--- src/rtl/utw8_pkg.sv ---
// Package for the UTF-16 to WTF-8/UTF-8/CESU-8 encoder.
// Holds mode codes, queue sizing, the job record and byte encoding functions.
// No dependencies.
package utw8_pkg;

  localparam logic [1:0] MODE_WTF8  = 2'd0;
  localparam logic [1:0] MODE_UTF8  = 2'd1;
  localparam logic [1:0] MODE_CESU8 = 2'd2;

  localparam int QDEPTH = 4;
  localparam int QAW    = $clog2(QDEPTH);

  localparam int CFG_AW = 3;
  localparam logic CFG_IDX_MODE = 1'b0;

  localparam logic [15:0] LEAD_LO  = 16'hd800;
  localparam logic [15:0] LEAD_HI  = 16'hdbff;
  localparam logic [15:0] TRAIL_LO = 16'hdc00;
  localparam logic [15:0] TRAIL_HI = 16'hdfff;
  localparam logic [20:0] SUPP_BASE = 21'h10000;
  localparam logic [20:0] REPL_CHAR = 21'h0fffd;

  typedef struct packed {
    logic        b_vld;
    logic        zero_long;
    logic [20:0] a_cp;
    logic [20:0] b_cp;
  } job_t;

  typedef struct packed {
    logic vld;
    job_t job;
  } q_head_t;

  function automatic logic is_lead(input logic [15:0] u);
    return (u >= LEAD_LO) && (u <= LEAD_HI);
  endfunction

  function automatic logic is_trail(input logic [15:0] u);
    return (u >= TRAIL_LO) && (u <= TRAIL_HI);
  endfunction

  function automatic logic is_surr(input logic [15:0] u);
    return (u >= LEAD_LO) && (u <= TRAIL_HI);
  endfunction

  function automatic logic [20:0] alone_cp(input logic [1:0] mode, input logic [15:0] u);
    if (mode == MODE_UTF8 && is_surr(u)) begin
      return REPL_CHAR;
    end
    return {5'd0, u};
  endfunction

  function automatic logic [1:0] enc_last_idx(input logic [20:0] cp, input logic zl);
    if (cp == 21'd0 && zl) return 2'd1;
    if (cp < 21'h80)       return 2'd0;
    if (cp < 21'h800)      return 2'd1;
    if (cp < 21'h10000)    return 2'd2;
    return 2'd3;
  endfunction

  function automatic logic [7:0] enc_byte(input logic [20:0] cp, input logic zl,
                                          input logic [1:0] idx);
    logic [7:0] b;
    b = 8'h00;
    if (cp == 21'd0 && zl) begin
      b = (idx == 2'd0) ? 8'hc0 : 8'h80;
    end else if (cp < 21'h80) begin
      b = cp[7:0];
    end else if (cp < 21'h800) begin
      case (idx)
        2'd0:    b = {3'b110, cp[10:6]};
        default: b = {2'b10, cp[5:0]};
      endcase
    end else if (cp < 21'h10000) begin
      case (idx)
        2'd0:    b = {4'b1110, cp[15:12]};
        2'd1:    b = {2'b10, cp[11:6]};
        default: b = {2'b10, cp[5:0]};
      endcase
    end else begin
      case (idx)
        2'd0:    b = {5'b11110, cp[20:18]};
        2'd1:    b = {2'b10, cp[17:12]};
        2'd2:    b = {2'b10, cp[11:6]};
        default: b = {2'b10, cp[5:0]};
      endcase
    end
    return b;
  endfunction

endpackage

--- src/rtl/utw8_in_if.sv ---
// Input channel: one UTF-16 code unit word per handshake.
// Depends on nothing.
interface utw8_in_if;
  logic        valid;
  logic        ready;
  logic [15:0] code_unit;
  logic        last_unit;

  modport source(output valid, output code_unit, output last_unit, input ready);
  modport sink(input valid, input code_unit, input last_unit, output ready);
endinterface

--- src/rtl/utw8_out_if.sv ---
// Output channel: one encoded byte word per handshake.
// Depends on nothing.
interface utw8_out_if;
  logic       valid;
  logic       ready;
  logic [7:0] out_byte;
  logic       last_of_run;

  modport source(output valid, output out_byte, output last_of_run, input ready);
  modport sink(input valid, input out_byte, input last_of_run, output ready);
endinterface

--- src/rtl/utw8_front.sv ---
// Front end: accepts code units, holds the pending unit, pairs surrogates
// and pushes code point jobs into the queue. Depends on utw8_pkg, utw8_in_if.
module utw8_front (
  input  logic            clk,
  input  logic            rst_n,
  utw8_in_if.sink         in_ch,
  input  logic [1:0]      mode,
  input  logic            q_full,
  output logic            q_push,
  output utw8_pkg::job_t  q_data
);

  logic        pv_r, pv_nxt;
  logic [15:0] pu_r, pu_nxt;
  logic        accept;
  logic [15:0] u;
  logic [20:0] pair_cp;

  assign in_ch.ready = !q_full;
  assign accept      = in_ch.valid && !q_full;
  assign u           = in_ch.code_unit;
  assign pair_cp     = {1'b0, pu_r[9:0], u[9:0]} + utw8_pkg::SUPP_BASE;

  always_comb begin
    pv_nxt           = pv_r;
    pu_nxt           = pu_r;
    q_push           = 1'b0;
    q_data.b_vld     = 1'b0;
    q_data.zero_long = (mode == utw8_pkg::MODE_CESU8);
    q_data.a_cp      = utw8_pkg::alone_cp(mode, u);
    q_data.b_cp      = utw8_pkg::alone_cp(mode, u);
    if (accept) begin
      if (mode == utw8_pkg::MODE_CESU8) begin
        q_push = 1'b1;
        pv_nxt = 1'b0;
        if (pv_r) begin
          q_data.a_cp  = utw8_pkg::alone_cp(mode, pu_r);
          q_data.b_vld = 1'b1;
        end
      end else if (!pv_r) begin
        if (in_ch.last_unit) begin
          q_push = 1'b1;
        end else begin
          pv_nxt = 1'b1;
          pu_nxt = u;
        end
      end else if (utw8_pkg::is_lead(pu_r) && utw8_pkg::is_trail(u)) begin
        q_push      = 1'b1;
        q_data.a_cp = pair_cp;
        pv_nxt      = 1'b0;
      end else begin
        q_push      = 1'b1;
        q_data.a_cp = utw8_pkg::alone_cp(mode, pu_r);
        if (in_ch.last_unit) begin
          q_data.b_vld = 1'b1;
          pv_nxt       = 1'b0;
        end else begin
          pu_nxt = u;
        end
      end
    end
  end

  always_ff @(posedge clk) begin
    if (!rst_n) begin
      pv_r <= 1'b0;
      pu_r <= 16'd0;
    end else begin
      pv_r <= pv_nxt;
      pu_r <= pu_nxt;
    end
  end

endmodule

--- src/rtl/utw8_fifo.sv ---
// Short job queue between front and back ends.
// Depends on utw8_pkg.
module utw8_fifo (
  input  logic              clk,
  input  logic              rst_n,
  input  logic              push,
  input  utw8_pkg::job_t    push_data,
  output logic              full,
  input  logic              pop,
  output utw8_pkg::q_head_t head
);

  utw8_pkg::job_t          mem_r [utw8_pkg::QDEPTH];
  logic [utw8_pkg::QAW-1:0] wr_ptr_r, rd_ptr_r;
  logic [utw8_pkg::QAW:0]   cnt_r;
  logic                     do_pop;

  assign full     = (cnt_r == (utw8_pkg::QAW+1)'(utw8_pkg::QDEPTH));
  assign head.vld = (cnt_r != '0);
  assign head.job = mem_r[rd_ptr_r];
  assign do_pop   = pop && head.vld;

  always_ff @(posedge clk) begin
    if (push) begin
      mem_r[wr_ptr_r] <= push_data;
    end
  end

  always_ff @(posedge clk) begin
    if (!rst_n) begin
      wr_ptr_r <= '0;
      rd_ptr_r <= '0;
      cnt_r    <= '0;
    end else begin
      if (push) begin
        wr_ptr_r <= wr_ptr_r + 1'b1;
      end
      if (do_pop) begin
        rd_ptr_r <= rd_ptr_r + 1'b1;
      end
      if (push && !do_pop) begin
        cnt_r <= cnt_r + 1'b1;
      end else if (do_pop && !push) begin
        cnt_r <= cnt_r - 1'b1;
      end
    end
  end

endmodule

--- src/rtl/utw8_back.sv ---
// Back end: serializes queued code point jobs into bytes, one per cycle while
// out_ch is ready, through an output register. Depends on utw8_pkg, utw8_out_if.
module utw8_back (
  input  logic              clk,
  input  logic              rst_n,
  input  utw8_pkg::q_head_t head,
  output logic              pop,
  utw8_out_if.source        out_ch
);

  logic           busy_r, busy_nxt;
  utw8_pkg::job_t rec_r, rec_nxt;
  logic           half_r, half_nxt;
  logic [1:0]     idx_r, idx_nxt;
  logic           out_vld_r, out_vld_nxt;
  logic [7:0]     out_byte_r, out_byte_nxt;
  logic           out_last_r, out_last_nxt;

  utw8_pkg::job_t cur;
  logic           cur_vld, adv, fire, end_cp, done, half;
  logic [1:0]     idx;
  logic [20:0]    cp;

  assign out_ch.valid       = out_vld_r;
  assign out_ch.out_byte    = out_byte_r;
  assign out_ch.last_of_run = out_last_r;

  assign adv     = !out_vld_r || out_ch.ready;
  assign cur     = busy_r ? rec_r : head.job;
  assign cur_vld = busy_r || head.vld;
  assign half    = busy_r && half_r;
  assign idx     = busy_r ? idx_r : 2'd0;
  assign cp      = half ? cur.b_cp : cur.a_cp;
  assign end_cp  = (idx == utw8_pkg::enc_last_idx(cp, cur.zero_long));
  assign done    = end_cp && (half || !cur.b_vld);
  assign fire    = adv && cur_vld;
  assign pop     = adv && !busy_r && head.vld;

  always_comb begin
    out_vld_nxt  = out_vld_r && !out_ch.ready;
    out_byte_nxt = out_byte_r;
    out_last_nxt = out_last_r;
    busy_nxt     = busy_r;
    rec_nxt      = rec_r;
    half_nxt     = half_r;
    idx_nxt      = idx_r;
    if (fire) begin
      out_vld_nxt  = 1'b1;
      out_byte_nxt = utw8_pkg::enc_byte(cp, cur.zero_long, idx);
      out_last_nxt = done;
      busy_nxt     = !done;
      rec_nxt      = cur;
      if (end_cp) begin
        idx_nxt  = 2'd0;
        half_nxt = 1'b1;
      end else begin
        idx_nxt  = idx + 2'd1;
        half_nxt = half;
      end
    end
  end

  always_ff @(posedge clk) begin
    if (!rst_n) begin
      busy_r    <= 1'b0;
      out_vld_r <= 1'b0;
      half_r    <= 1'b0;
      idx_r     <= 2'd0;
    end else begin
      busy_r    <= busy_nxt;
      out_vld_r <= out_vld_nxt;
      half_r    <= half_nxt;
      idx_r     <= idx_nxt;
    end
  end

  always_ff @(posedge clk) begin
    rec_r      <= rec_nxt;
    out_byte_r <= out_byte_nxt;
    out_last_r <= out_last_nxt;
  end

endmodule

--- src/rtl/utf16_to_wtf8_encoder_top.sv ---
// Path: the first byte of a unit that releases bytes passes through a job queue entry
// and then the output register before it is valid on out_ch.
// Throughput: one unit per cycle into a 4-entry job queue unless full; the back end
// emits one byte per cycle while out_ch is ready; a unit releases 0 to 6 bytes.
// Reset: synchronous active-low rst_n clears mode to WTF-8, the pending unit,
// the job queue and the output register.
module utf16_to_wtf8_encoder_top (
  input  logic                          clk,
  input  logic                          rst_n,
  utw8_in_if.sink                       in_ch,
  utw8_out_if.source                    out_ch,
  input  logic                          cfg_psel,
  input  logic                          cfg_penable,
  input  logic                          cfg_pwrite,
  input  logic [utw8_pkg::CFG_AW-1:0]   cfg_paddr,
  input  logic [31:0]                   cfg_pwdata,
  output logic [31:0]                   cfg_prdata,
  output logic                          cfg_pready
);

  logic [1:0]        mode_r;
  logic              q_full, q_push, q_pop;
  utw8_pkg::job_t    q_data;
  utw8_pkg::q_head_t q_head;
  logic              cfg_hit;

  assign cfg_pready = 1'b1;
  assign cfg_hit    = (cfg_paddr[2] == utw8_pkg::CFG_IDX_MODE);
  assign cfg_prdata = cfg_hit ? {30'd0, mode_r} : 32'd0;

  always_ff @(posedge clk) begin
    if (!rst_n) begin
      mode_r <= utw8_pkg::MODE_WTF8;
    end else if (cfg_psel && cfg_penable && cfg_pwrite && cfg_hit) begin
      mode_r <= cfg_pwdata[1:0];
    end
  end

  utw8_front u_front (
    .clk    (clk),
    .rst_n  (rst_n),
    .in_ch  (in_ch),
    .mode   (mode_r),
    .q_full (q_full),
    .q_push (q_push),
    .q_data (q_data)
  );

  utw8_fifo u_fifo (
    .clk       (clk),
    .rst_n     (rst_n),
    .push      (q_push),
    .push_data (q_data),
    .full      (q_full),
    .pop       (q_pop),
    .head      (q_head)
  );

  utw8_back u_back (
    .clk    (clk),
    .rst_n  (rst_n),
    .head   (q_head),
    .pop    (q_pop),
    .out_ch (out_ch)
  );

endmodule

--- src/flat_wrapper.sv ---
// flat-port wrapper written by rule: the top's interface ports become plain ports
module utf16_to_wtf8_encoder_top_flat 
  (clk, rst_n, cfg_psel, cfg_penable, cfg_pwrite, cfg_paddr, cfg_pwdata, cfg_prdata, cfg_pready, in_ch_valid, in_ch_code_unit, in_ch_last_unit, in_ch_ready, out_ch_valid, out_ch_out_byte, out_ch_last_of_run, out_ch_ready);
  utw8_in_if in_ch_i ();
  utw8_out_if out_ch_i ();
  input  logic clk;
  input  logic rst_n;
  input  logic cfg_psel;
  input  logic cfg_penable;
  input  logic cfg_pwrite;
  input  logic [utw8_pkg::CFG_AW-1:0] cfg_paddr;
  input  logic [31:0] cfg_pwdata;
  output logic [31:0] cfg_prdata;
  output logic cfg_pready;
  input wire logic [$bits(in_ch_i.valid)-1:0] in_ch_valid;
  input wire logic [$bits(in_ch_i.code_unit)-1:0] in_ch_code_unit;
  input wire logic [$bits(in_ch_i.last_unit)-1:0] in_ch_last_unit;
  output wire logic [$bits(in_ch_i.ready)-1:0] in_ch_ready;
  output wire logic [$bits(out_ch_i.valid)-1:0] out_ch_valid;
  output wire logic [$bits(out_ch_i.out_byte)-1:0] out_ch_out_byte;
  output wire logic [$bits(out_ch_i.last_of_run)-1:0] out_ch_last_of_run;
  input wire logic [$bits(out_ch_i.ready)-1:0] out_ch_ready;
  assign in_ch_i.valid = in_ch_valid;
  assign in_ch_i.code_unit = in_ch_code_unit;
  assign in_ch_i.last_unit = in_ch_last_unit;
  assign in_ch_ready = in_ch_i.ready;
  assign out_ch_valid = out_ch_i.valid;
  assign out_ch_out_byte = out_ch_i.out_byte;
  assign out_ch_last_of_run = out_ch_i.last_of_run;
  assign out_ch_i.ready = out_ch_ready;
  utf16_to_wtf8_encoder_top u_core (.clk(clk), .rst_n(rst_n), .in_ch(in_ch_i), .out_ch(out_ch_i), .cfg_psel(cfg_psel), .cfg_penable(cfg_penable), .cfg_pwrite(cfg_pwrite), .cfg_paddr(cfg_paddr), .cfg_pwdata(cfg_pwdata), .cfg_prdata(cfg_prdata), .cfg_pready(cfg_pready));
endmodule
--- config.mk ---
export PLATFORM = sky130hd
export DESIGN_NAME = utf16_to_wtf8_encoder_top_flat
export DESIGN_NICKNAME = d
export VERILOG_FILES = /design/src/rtl/utw8_pkg.sv /design/src/rtl/utw8_in_if.sv /design/src/rtl/utw8_out_if.sv /design/src/rtl/utw8_front.sv /design/src/rtl/utw8_fifo.sv /design/src/rtl/utw8_back.sv /design/src/rtl/utf16_to_wtf8_encoder_top.sv /design/src/flat_wrapper.sv
export SDC_FILE = /design/constraint.sdc
export NUM_CORES = 1
export LEC_CHECK = 0
export ABC_AREA = 1
export BUFFER_PORTS_ARGS = -buffer_cell sky130_fd_sc_hd__buf_2
export CAP_MARGIN = 20
export CORE_MARGIN = 1
export CORE_UTILIZATION = 45
export CTS_CLUSTER_DIAMETER = 30
export DETAILED_ROUTE_END_ITERATION = 8
export PLACE_DENSITY = 0.59
export SLEW_MARGIN = 5
export SYNTH_ARGS = -nofsm -noshare
export SYNTH_HDL_FRONTEND = slang
export SYNTH_SLANG_ARGS = --single-unit
--- constraint.sdc ---
create_clock -name clk -period 3.9 [get_ports clk]
set_clock_uncertainty 0.15 [all_clocks]
set_input_delay 0.39 -clock clk [delete_from_list [all_inputs] [get_ports clk]]
set_output_delay 0.39 -clock clk [all_outputs]
set_load 0.02 [all_outputs]
Word-level counts from Yosys, hierarchy flattened
Memories as Yosys holds them, arrays and structs flattened. A register that Yosys moved wholly into a read port is not among the register bits.
Index checks and enable logic that the tools add are counted.
{ "word_totals": {"ff_bits": 84, "ramBits": 176, "output_inout_bits": 44, "word_cells": 152, "n_memories": 1} }
{ "classes": {"n_addsub": 6, "order_cmp": 9, "n_eq_ne": 7, "n_mux": 74, "n_bitwise": 2, "n_reduce_logical": 37} }
{ "mem_list": {"columns": ["memory", "words", "word_bits", "rd", "rd_ports_with_merged_regs", "write_ports", "line_no", "text"], "rows": [
  ["u_core.u_fifo.mem_r", 4, 44, 1, 1, 1, "utw8_fifo.sv:13", "utw8_pkg::job_t mem_r [utw8_pkg::QDEPTH];"]
]} }
{ "ops": {"columns": ["op", "n"], "rows": [
  ["21-bit two-way mux", 11],
  ["16-bit greater-or-equal comparator, second input constant", 3],
  ["16-bit <= comparator, second input constant", 3],
  ["16-bit two-way mux", 3],
  ["44-bit two-way mux", 1],
  ["1-bit two-way mux", 36],
  ["8-bit two-way mux", 4],
  ["2-bit two-way mux", 13],
  ["20-bit by 17-bit adder with 21-bit output, second input constant", 1],
  ["1-bit logical AND", 21],
  ["21-bit logical NOT", 1],
  ["21-bit by 12-bit < comparator with 1-bit output, second input constant", 1],
  ["21-bit by 17-bit < comparator with 1-bit output, second input constant", 1],
  ["21-bit by 8-bit < comparator with 1-bit output, second input constant", 1],
  ["7-bit case mux with 3 select lines", 1],
  ["7-bit two-way mux", 2],
  ["7-bit case mux with 2 select lines", 1],
  ["1-bit logical NOT", 8],
  ["2-bit by 1-bit adder with 2-bit output, second input constant", 3],
  ["3-bit two-way mux", 2],
  ["2-bit by 1-bit == test with 1-bit output, second input constant", 2],
  ["2-bit == test, second input constant", 2],
  ["3-bit by 1-bit adder with 3-bit output, second input constant", 1],
  ["3-bit == test, second input constant", 1],
  ["other kinds (9)", 12]
]} }

Depth between registers and ports, before layout
Gate-level depths: netlist (run 1).
{ "depth": {"word_depth": 18, "ltp_mapped": 19} }

Hierarchy
A second synthesis (run 1) with hierarchy kept.
{ "unflattened": {"cells_unflattened": 1302, "area_unflattened_um2": 12684.7} }
{ "by_module_without_submodules": {"columns": ["mod", "instances", "cells_each", "area_each_um2"], "rows": [
  ["utw8_fifo", 1, 488, 7070.5],
  ["utw8_back", 1, 441, 3410.8],
  ["utw8_front", 1, 317, 1836.8],
  ["utf16_to_wtf8_encoder_top", 1, 56, 366.6]
]} }

Worst setup path after synthesis (run 1)
No wires, ideal clock.
{ "synth_path": {"kind": "reg2reg", "from": "register u_core.u_fifo.cnt_r[0] (netlist bit)", "to": "memory u_core.u_fifo.mem_r[0][0] (netlist bit) (enable)", "arrival_ns": 2.678, "required_ns": 3.315, "path_slack_ns": 0.636, "path_stages_with_launch": 7, "path_buffers": 0, "synth_period_minus_slack_ns": 3.264, "path_cell_list": "dfxtp_1 inv_1 nand3_1 nand2_1 inv_1 o21ai_1 nor2_1"} }
{ "synth_between": {"elab_chain_len": 6} }
{ "synth_lines": {"columns": ["element", "line_no", "text"], "rows": [
  ["start: declaration", "utw8_fifo.sv:15", "logic [utw8_pkg::QAW:0] cnt_r;"],
  ["start signal: assignment", "utw8_fifo.sv:42", "cnt_r <= cnt_r + 1'b1;"],
  ["start signal: assignment", "utw8_fifo.sv:44", "cnt_r <= cnt_r - 1'b1;"],
  ["3-bit == test", "utw8_fifo.sv:18", "assign full = (cnt_r == (utw8_pkg::QAW+1)'(utw8_pkg::QDEPTH));"],
  ["1-bit logical NOT", null, null],
  ["net in_ch_ready", "flat_wrapper.sv:18", "output wire logic [$bits(in_ch_i.ready)-1:0] in_ch_ready;"],
  ["1-bit logical AND", "utw8_front.sv:20", "assign accept = in_ch.valid && !q_full;"],
  ["1-bit two-way mux", "utw8_front.sv:32", "if (accept) begin"],
  ["1-bit two-way mux", "utw8_fifo.sv:24", "if (push) begin"],
  ["1-bit two-way mux (implied by the code)", "utw8_fifo.sv:25", "mem_r[wr_ptr_r] <= push_data;"],
  ["end: declaration", "utw8_fifo.sv:13", null]
]} }
The timed path passes the listed nets, and every way through them passes these cells.

==> results of run 1 <==
-- through the flow --
| step | cells | hold slack, ns | total power (W) | worst slack (ns) | cell area, sq um |
|---|---|---|---|---|---|
| 2_1_floorplan | 1255 | 0.2862 | 0.006015 | 0.6365 | 11730 |
| 3_3_place_gp | 1550 | 0.2972 | 0.006763 | 0.9982 | 11920 |
| 3_5_place_dp | 1550 | 0.3074 | 0.006810 | 0.9409 | 11920 |
| 4_1_cts | 1666 | 0.005131 | 0.01122 | 0.9698 | 13890 |
| 5_1_grt | 1666 | 0.03057 | 0.01180 | 0.6622 | 13890 |
| 6_report | 1666 | 0.02997 | 0.01113 | 0.9888 | 13890 |
-- what timing repair did --
item / 4_1_cts / 5_1_grt
hold buffers: 17 / 0
setup endpoints to repair: 0 / 0
hold endpoints to repair: 26 / 0
-- final timing paths --
kind	startpoint	to	slack, ns	cells past startpoint
setup reg to reg	u_core.mode_r[1]$_SDFFE_PN0P_	u_core.u_fifo.cnt_r[1]$_SDFFE_PN0P_	1.00	11
hold reg to reg	u_core.u_fifo.rd_ptr_r[1]$_SDFFE_PN0P_	flip-flop	0.31	2
hold / removal	cfg_paddr[2]	u_core.mode_r[1]$_SDFFE_PN0P_	0.03	4
setup / recovery	in_ch_code_unit[14]	u_core.u_fifo.mem_r[1][32]$_DFFE_PP_	0.99	9
-- per-layer routing --
metal  vias up  global-route usage, %
met4         0                  7.179
met1      3862                  29.68
met2       259                  31.18
li1       4176                      -
met5         -                      0
met3        39                  3.336
-- cells in the final DEF, fill, tap and decap left out, types with 12 or more instances in the layout --
cell type / Yosys / layout
a21oi_1: 57 / 57
buf_2: 9 / 39
buf_4: 36 / 13
clkbuf_16: 0 / 53
clkinv_2: 0 / 12
conb_1: 2 / 31
dfxtp_1: 33 / 32
dlygate4sd3_1: 0 / 17
edfxtp_1: 209 / 209
inv_1: 157 / 156
nand2_1: 255 / 255
nand3_1: 86 / 86
nor2_1: 110 / 106
o21ai_0: 109 / 109
o22ai_1: 22 / 22
-- where the power goes --
part	internal (W)	switching (W)
combinational	0.000876	0.00222
clock	0.00295	0.00141
sequential	0.00351	0.000170
total	0.00733	0.00380
-- worst min-delay path: cells and delay by family --
kind | cells | cell delay (ns)
AOI/OAI and AO/OA | 1 | 0.07
buffers and inverters | 2 | 0.19
and+or+nand+nor | 1 | 0.05
-- area by class of cell --
class	instances	area [sq um]
Clock inverter	39	442.9
Timing Repair Buffer	70	483.0
Sequential cell	242	6938
Clock buffer	60	1353
Inverter	162	618.1
Multi-Input combinational cell	763	3638
Tap cell	330	412.9
Fill cell	2256	11370
-- registers in the layout (all words and copies together), names as in the netlist, 2 cells and up, named ones only --
| name | cells |
|---|---|
| u_core.u_fifo.rd_ptr_r | 2 |
| u_core.u_fifo.mem_r | 156 |
| u_core.u_back.idx_r | 2 |
| u_core.u_back.out_ch.out_byte | 8 |
| u_core.u_fifo.cnt_r | 3 |
| u_core.u_fifo.wr_ptr_r | 2 |
| u_core.u_back.rec_r | 44 |
| u_core.mode_r | 2 |
| u_core.u_front.pu_r | 16 |
-- cell families (layout without fill, tap and decap cells) --
logic type               count (synthesis)  after routing  share of synthesized area (%)
AND/OR/NAND/NOR                        506            506                          18.81
buffers and inverters                  250            331                          10.20
flip-flops                             242            242                          59.72
AO/OA/AOI/OAI                          212            212                          9.705
adder cells (fa/ha/maj)                 12             12                          1.357
other                                    2             31                        0.06465
XOR/XNOR                                 2              2                         0.1508
==> metrics.md, run 1 <==
| Metric | Value |
|---|---|
| CP startpoint kind | primary input |
| Final core occ | 54.98% |
| Max Used Layer | met4 |
| Via count | 8,336 |
| Number of global-route vias before repair | 7,674 |
| Fin nets | 1,363 |
| Sequential area share after synthesis | 59.72% |
| Leakage power | 5.810 nW |
| Pin count of the biggest net entering global routing | 87 |
| Largest cells by area after synthesis | edfxtp_1, nand2_1, dfxtp_1 |
| Synth Register Bits | 242 |
| Syn-to-layout area delta | 19.54% |
| Initial drt markers | 566 |
| Worst slew pin tran | 1.051 ns |
| Crit. End Element | flip-flop |
| Max-Cap Viols | 0 |
| # diodes | 0 |
| PortBufs | 39 |
| # resized after CTS | 0 |
| Met3 WL | 1486 um |
| Final hold vios | 0 |
| Period utilization | 74.65% |
| Count leader, synth | nand2_1 |
| Critical path's top delay family | buffers and inverters |
| Status | complete, no violations |
| CTS max path bufs | 3 |
| Drt first pass iters | 7 |
| Slowest cell on crit path | o21ai_0 |
| Crit-path most repeated cell | o21ai_0 |
| Slew Limit Headroom | 29.46% |
| Root buf cell | clkbuf_16 |
| I/O pins | 103 |
| Final Max Slew Viols | 0 |
| RSZ-0062 raised after global routing | no |
| Critical Path RT | 3.98 ns |
| DP Wirelength | 16,430 um |
| Critical path peak fanout | 25 |
| Synth top area share | 54.03% |
| GR Overflow Total | 0 |
| Post-DRT Antenna Nets | 0 |
| Mapped Area | 11,620 sq um |
| CTS tree | built |
| Post-synth ARST share | 0% |
| Cells along the critical path | dlygate4sd3_1 > buf_2 > nand3_1 > nor3_1 > o2111ai_1 > nor2_1 > inv_1 > o21ai_0 > o21ai_0 |
| WL per Instance | 15.86 um |
| Crit path arrival time | 3.00 ns |
| Routed wire length | 26,430 um |
| Routability Congestion | 0.8950 |
| Die footprint | 26,460 sq um |
| Synth cell types | 43 |
| YS warnings | 0 |
| Gate Count Post-Synth | 1,226 |
| DRC | 0 |
| Synth area leader | edfxtp_1 |
| Pwr dens | 801.4 nW/um^2 |
| Post-synth EDFFs | 209 |
| Setup bufs post-CTS | 0 |
| Core area | 25,250 sq um |
| Initial Util | 46.00% |
| Buf/Inv on CP | 3 |
| # rows | 58 |
| Via-to-Cell Ratio | 5.004 |
| Min Tclk post-route | 2.911 ns |
| Sinks on the clock net | 242 |
| Met1 WL | 12,610 um |
| Layout cells sized above 1 | 13.02% |
| VDD IR max | 0.4818 mV |
| Critical path class | in -> reg |
| Total CTS buffers | 53 |
| Most frequent cells after synthesis | nand2_1, edfxtp_1, inv_1 |
| Total global-route track usage | 20.51% |
| Met2 Wirelength | 11,790 um |
| Largest stage delay, worst path | 0.67 ns |
| DIE HEIGHT | 162.7 um |
| F_max | 0.3435 GHz |
| H-tree depth | 2 |
| Avg Cell Area, Syn | 9.475 sq um |
| Worst min-delay path class | in -> reg |
| Die width | 162.7 um |
| Endpoints failing setup | 0 |
| First-pass GRT wire length | 41,680 um |
| Initial antenna violation count | 0 |
| Worst-Skew Late Latency | 0.57 ns |
| Fin Setup TNS | 0 ns |
| Clock slew at reported path FFs | 0.05 ns |
| Main flop type after synthesis | edfxtp_1 |
Note: power is estimated with default switching activity, not from simulation.
==> run 2, diff against run 1 <==
--- a/config.mk
+++ b/config.mk
@@ -5,7 +5,7 @@
 export SDC_FILE = /design/constraint.sdc
 export NUM_CORES = 1
 export LEC_CHECK = 0
-export ABC_AREA = 1
+export ABC_AREA = 0
 export BUFFER_PORTS_ARGS = -buffer_cell sky130_fd_sc_hd__buf_2
 export CAP_MARGIN = 20
 export CORE_MARGIN = 1
==> constraint.sdc (replaced) <==
create_clock -name clk -period 3 [get_ports clk]
set_clock_uncertainty 0.15 [all_clocks]
set_input_delay 0.3 -clock clk [delete_from_list [all_inputs] [get_ports clk]]
set_output_delay 0.3 -clock clk [all_outputs]
set_load 0.02 [all_outputs]
==> metrics.md, run 2 <==
| Metric | Value |
|---|---|
| Gate Count Post-Synth | 810 (was 1,226) |
| Hold Path Origin | cfg_penable (was cfg_paddr[2]) |
| WL per Instance | 18.85 um (was 15.86 um) |
| Post-synth ARST share | 0% (unchanged) |
| NetSw | 0.004345 W (was 0.003797 W) |
| CP startpoint kind | flip-flop (was primary input) |
| Worst-Skew Late Latency | 0.53 ns (was 0.57 ns) |
| H-tree depth | 2 (unchanged) |
| Fillcell total | 1,923 (was 2,256) |
| Critical R2R Capture | u_core.u_back.half_r$_SDFFE_PN0P_ (was u_core.u_fifo.cnt_r[1]$_SDFFE_PN0P_) |
| Pwr dens | 1027 nW/um^2 (was 801.4 nW/um^2) |
| Multi-input logic area | 4085 sq um (was 3638 sq um) |
| Post-synth EDFFs | 209 (unchanged) |
| Pin count of the biggest net entering global routing | 56 (was 87) |
| Commonest non-fill, non-tap cell in the layout | edfxtp_1 (was nand2_1) |
| Syn-to-layout area delta | 27.08% (was 19.54%) |
| Fin nets | 1,028 (was 1,363) |
| Cells along the critical path | buf_12 > mux4_2 > mux2_4 > or4_4 > a31oi_4 > and3_4 > o21ai_2 > a221o_1 > a21boi_1 (was dlygate4sd3_1 > buf_2 > nand3_1 > nor3_1 > o2111ai_1 > nor2_1 > inv_1 > o21ai_0 > o21ai_0) |
| Via-to-Cell Ratio | 5.332 (was 5.004) |
| Die width | 161.0 um (was 162.7 um) |
| # diodes | 0 (unchanged) |
| Crit. End Element | flip-flop (unchanged) |
| Reg area | 6945 sq um (was 6938 sq um) |
| DIE HEIGHT | 161.0 um (was 162.7 um) |
| Leakage power | 5.366 nW (was 5.810 nW) |
| PortBufs | 39 (unchanged) |
| Main flop type after synthesis | edfxtp_1 (unchanged) |
| I/O pins | 103 (unchanged) |
| Seq pwr share | 32.9% (was 33.0%) |
| Fin Setup TNS | -0.02481 ns (was 0 ns) |
| Worst slew pin tran | 0.7650 ns (was 1.051 ns) |
| Synth area leader | edfxtp_1 (unchanged) |
| Slew Limit Headroom | 48.46% (was 29.46%) |
| Comb pwr share | 29.5% (was 27.8%) |
| Hold_ws | 0.07186 ns (was 0.02997 ns) |
| Tot Pwr | 0.01485 W (was 0.01113 W) |
| Total CTS buffers | 48 (was 53) |
| R2r setup slk | -0.02 ns (was 1.00 ns) |
| Dpl cells | 1,207 (was 1,550) |
| Final worst-path setup slack | -0.02481 ns (was 0.9888 ns) |
| Max reg flops | 156 (unchanged) |
| Hold Path Sink | u_core.mode_r[0]$_SDFFE_PN0P_ (was u_core.mode_r[1]$_SDFFE_PN0P_) |
| Final Max Slew Viols | 0 (unchanged) |
| Initial antenna violation count | 0 (unchanged) |
| GR Overflow Total | 0 (unchanged) |
| Total global-route track usage | 19.75% (was 20.51%) |
| Min Tclk post-route | 3.025 ns |
| VDD IR max | 0.7145 mV (was 0.4818 mV) |
| Most frequent cells after synthesis | edfxtp_1, mux2_2, nand2_1 (was nand2_1, edfxtp_1, inv_1) |
| Count leader, synth | edfxtp_1 (was nand2_1) |
| Most frequent cells in the layout | edfxtp_1, buf_4, mux2_2, nand2_1, clkbuf_16 (was nand2_1, edfxtp_1, inv_1, o21ai_0, nor2_1) |
| Worst min-delay path class | in -> reg (unchanged) |
| Initial Util | 46.34% (was 46.00%) |
| Via count | 7,038 (was 8,336) |
| F_max | 0.3306 GHz |
| Synth cell types | 61 (was 43) |
| DRC | 0 (unchanged) |
| Met2 Track Usage GR | 32.43% (was 31.18%) |
| Hold depth | 4 (unchanged) |
| DP Wirelength | 17,080 um (was 16,430 um) |
| Layout cells sized above 1 | 34.44% (was 13.02%) |
| CTS tree | built (unchanged) |
| Period utilization | 100.8% |
| Largest stage delay, worst path | 0.57 ns (was 0.67 ns) |
| Core area | 24,530 sq um (was 25,250 sq um) |
| Critical Path RT | 3.31 ns (was 3.98 ns) |
| R2R cell count | 9 (was 11) |
| GR peak layer | met2 (unchanged) |
| Synth top area share | 55.20% (was 54.03%) |
| Synth Register Bits | 242 (unchanged) |
| Largest cells by area after synthesis | edfxtp_1, mux4_2, dfxtp_1 (was edfxtp_1, nand2_1, dfxtp_1) |
| Drt first pass iters | 4 (was 7) |
| Failing checks | setup timing |
| GRT met1 Usage | 26.33% (was 29.68%) |
| Initial drt markers | 414 (was 566) |
| Critical path peak fanout | 5 (was 25) |
| Routed wire length | 24,880 um (was 26,430 um) |
| Max-Cap Viols | 0 (unchanged) |
| Critical path's top delay family | multiplexers (was buffers and inverters) |
| DP Area | 12,410 sq um (was 11,920 sq um) |
| # rows | 57 (was 58) |
| YS warnings | 0 (unchanged) |
| Sequential area share after synthesis | 61.01% (was 59.72%) |
| CTS max path bufs | 3 (unchanged) |
| Grt met3 use | 2.763% (was 3.336%) |
| Buf/Inv on CP | 1 (was 3) |
| Routability Congestion | 0.9184 (was 0.8950) |
| Biggest regs | u_core.u_fifo.mem_r x156, u_core.u_back.rec_r x44, u_core.u_front.pu_r x16 (unchanged) |
| Post-DRT Antenna Nets | 0 (unchanged) |
| Endpoints failing setup | 1 (was 0) |
| First-pass GRT wire length | 39,320 um (was 41,680 um) |
| Avg Cell Area, Syn | 14.04 sq um (was 9.475 sq um) |
| Final hold vios | 0 (unchanged) |
| Crit path arrival time | 3.33 ns (was 3.00 ns) |
| Number of global-route vias before repair | 7,187 (was 7,674) |
| Non-Filler Instances | 1,320 (was 1,666) |
| RSZ-0062 raised after global routing | yes (was no) |
| Top reg by flops | u_core.u_fifo.mem_r (unchanged) |
| Mapped Area | 11,370 sq um (was 11,620 sq um) |
| Slowest cell on crit path | or4_4 (was o21ai_0) |
| Sinks on the clock net | 242 (unchanged) |
| Total internal power | 0.01050 W (was 0.007331 W) |
| Clock Power Share | 37.6% (was 39.1%) |
| Clock slew at reported path FFs | 0.05 ns (about the same) |
| Final non-filler cell area | 14,450 sq um (was 13,890 sq um) |
| Root buf cell | clkbuf_16 (unchanged) |
| Switching share of power | 29.27% (was 34.12%) |
| Status | finished with violations (was complete, no violations) |
| Die footprint | 25,900 sq um (was 26,460 sq um) |
| Critical path class | reg -> reg (was in -> reg) |
[run 2: per-layer routing]
layer	wire (um)	up-vias
met1	11330	3479
met2	11870	185
met5	0	-
met3	934	59
met4	747	0
li1	-	3315
[run 2: area by class of cell]
type	count	area share (%)
flip-flops and latches	242	48.07
multi-input cells	494	28.27
repair buffers	146	8.235
inverters	25	0.6754
well taps	324	2.806
clock inverters	36	3.204
clock buffers	53	8.737
[run 2: cells by family after synthesis]
family	after synthesis	share of synthesized area, %
AND/OR/NAND/NOR	193	8.771
flip-flops	242	61.01
adder cells (fa/ha/maj)	12	1.387
XOR/XNOR	7	0.5392
other	2	0.06605
AO/OA/AOI/OAI	115	6.614
multiplexers	136	17.02
buffers and inverters	103	4.589
[run 2: worst min-delay path, cell delays in order]
cell and delay [ns]:
buf_2 0.10, nand4b_1 0.14, mux2i_1 0.09, nor2b_1 0.09
[run 2: worst max-delay path by stage]
stage / start / to / slack [ns] / cells after the start
final: flip-flop / u_core.u_back.half_r$_SDFFE_PN0P_ / -0.02 / 9
after global routing: flip-flop / u_core.u_back.half_r$_SDFFE_PN0P_ / -0.13 / 9
after CTS: flip-flop / u_core.u_back.half_r$_SDFFE_PN0P_ / -0.03 / 9
after detailed placement: u_core.u_back.busy_r$_SDFFE_PN0P_ / u_core.u_back.out_ch.out_byte[4]$_SDFFCE_PN0P_ / -0.11 / 9
after global placement: flip-flop / u_core.u_back.out_ch.out_byte[4]$_SDFFCE_PN0P_ / -0.1 / 10
after floorplan: flip-flop / u_core.u_back.out_ch.out_byte[4]$_SDFFCE_PN0P_ / -0.10 / 10
[run 2: stage by stage]
| stage | util, % | worst slack (ns) |
|---|---|---|
| after floorplan | - | -0.1006 |
| after global placement | 50.60 | -0.09872 |
| after detailed placement | 50.60 | -0.1128 |
| after CTS | 58.61 | -0.03110 |
| final | 58.89 | -0.02481 |
| after global routing | 58.89 | -0.1266 |
[run 2: power by group through the flow]
stage	combinational, W	sequential (W)	clock (W)
2_1_floorplan	0.00272	0.00486	0
3_3_place_gp	0.00416	0.00492	0
3_5_place_dp	0.00422	0.00495	0
4_1_cts	0.00434	0.00487	0.00566
5_1_grt	0.00476	0.00495	0.00582
6_report	0.00438	0.00489	0.00558
[run 2: repair_timing]
item                                   in CTS  in global routing
pin swaps                                   5                 10
buffers inserted                            2                  2
endpoints found under the hold margin      74                  0
hold buffers                               20                  0
setup endpoints to repair                   7                 14
resized for setup                           9                 22
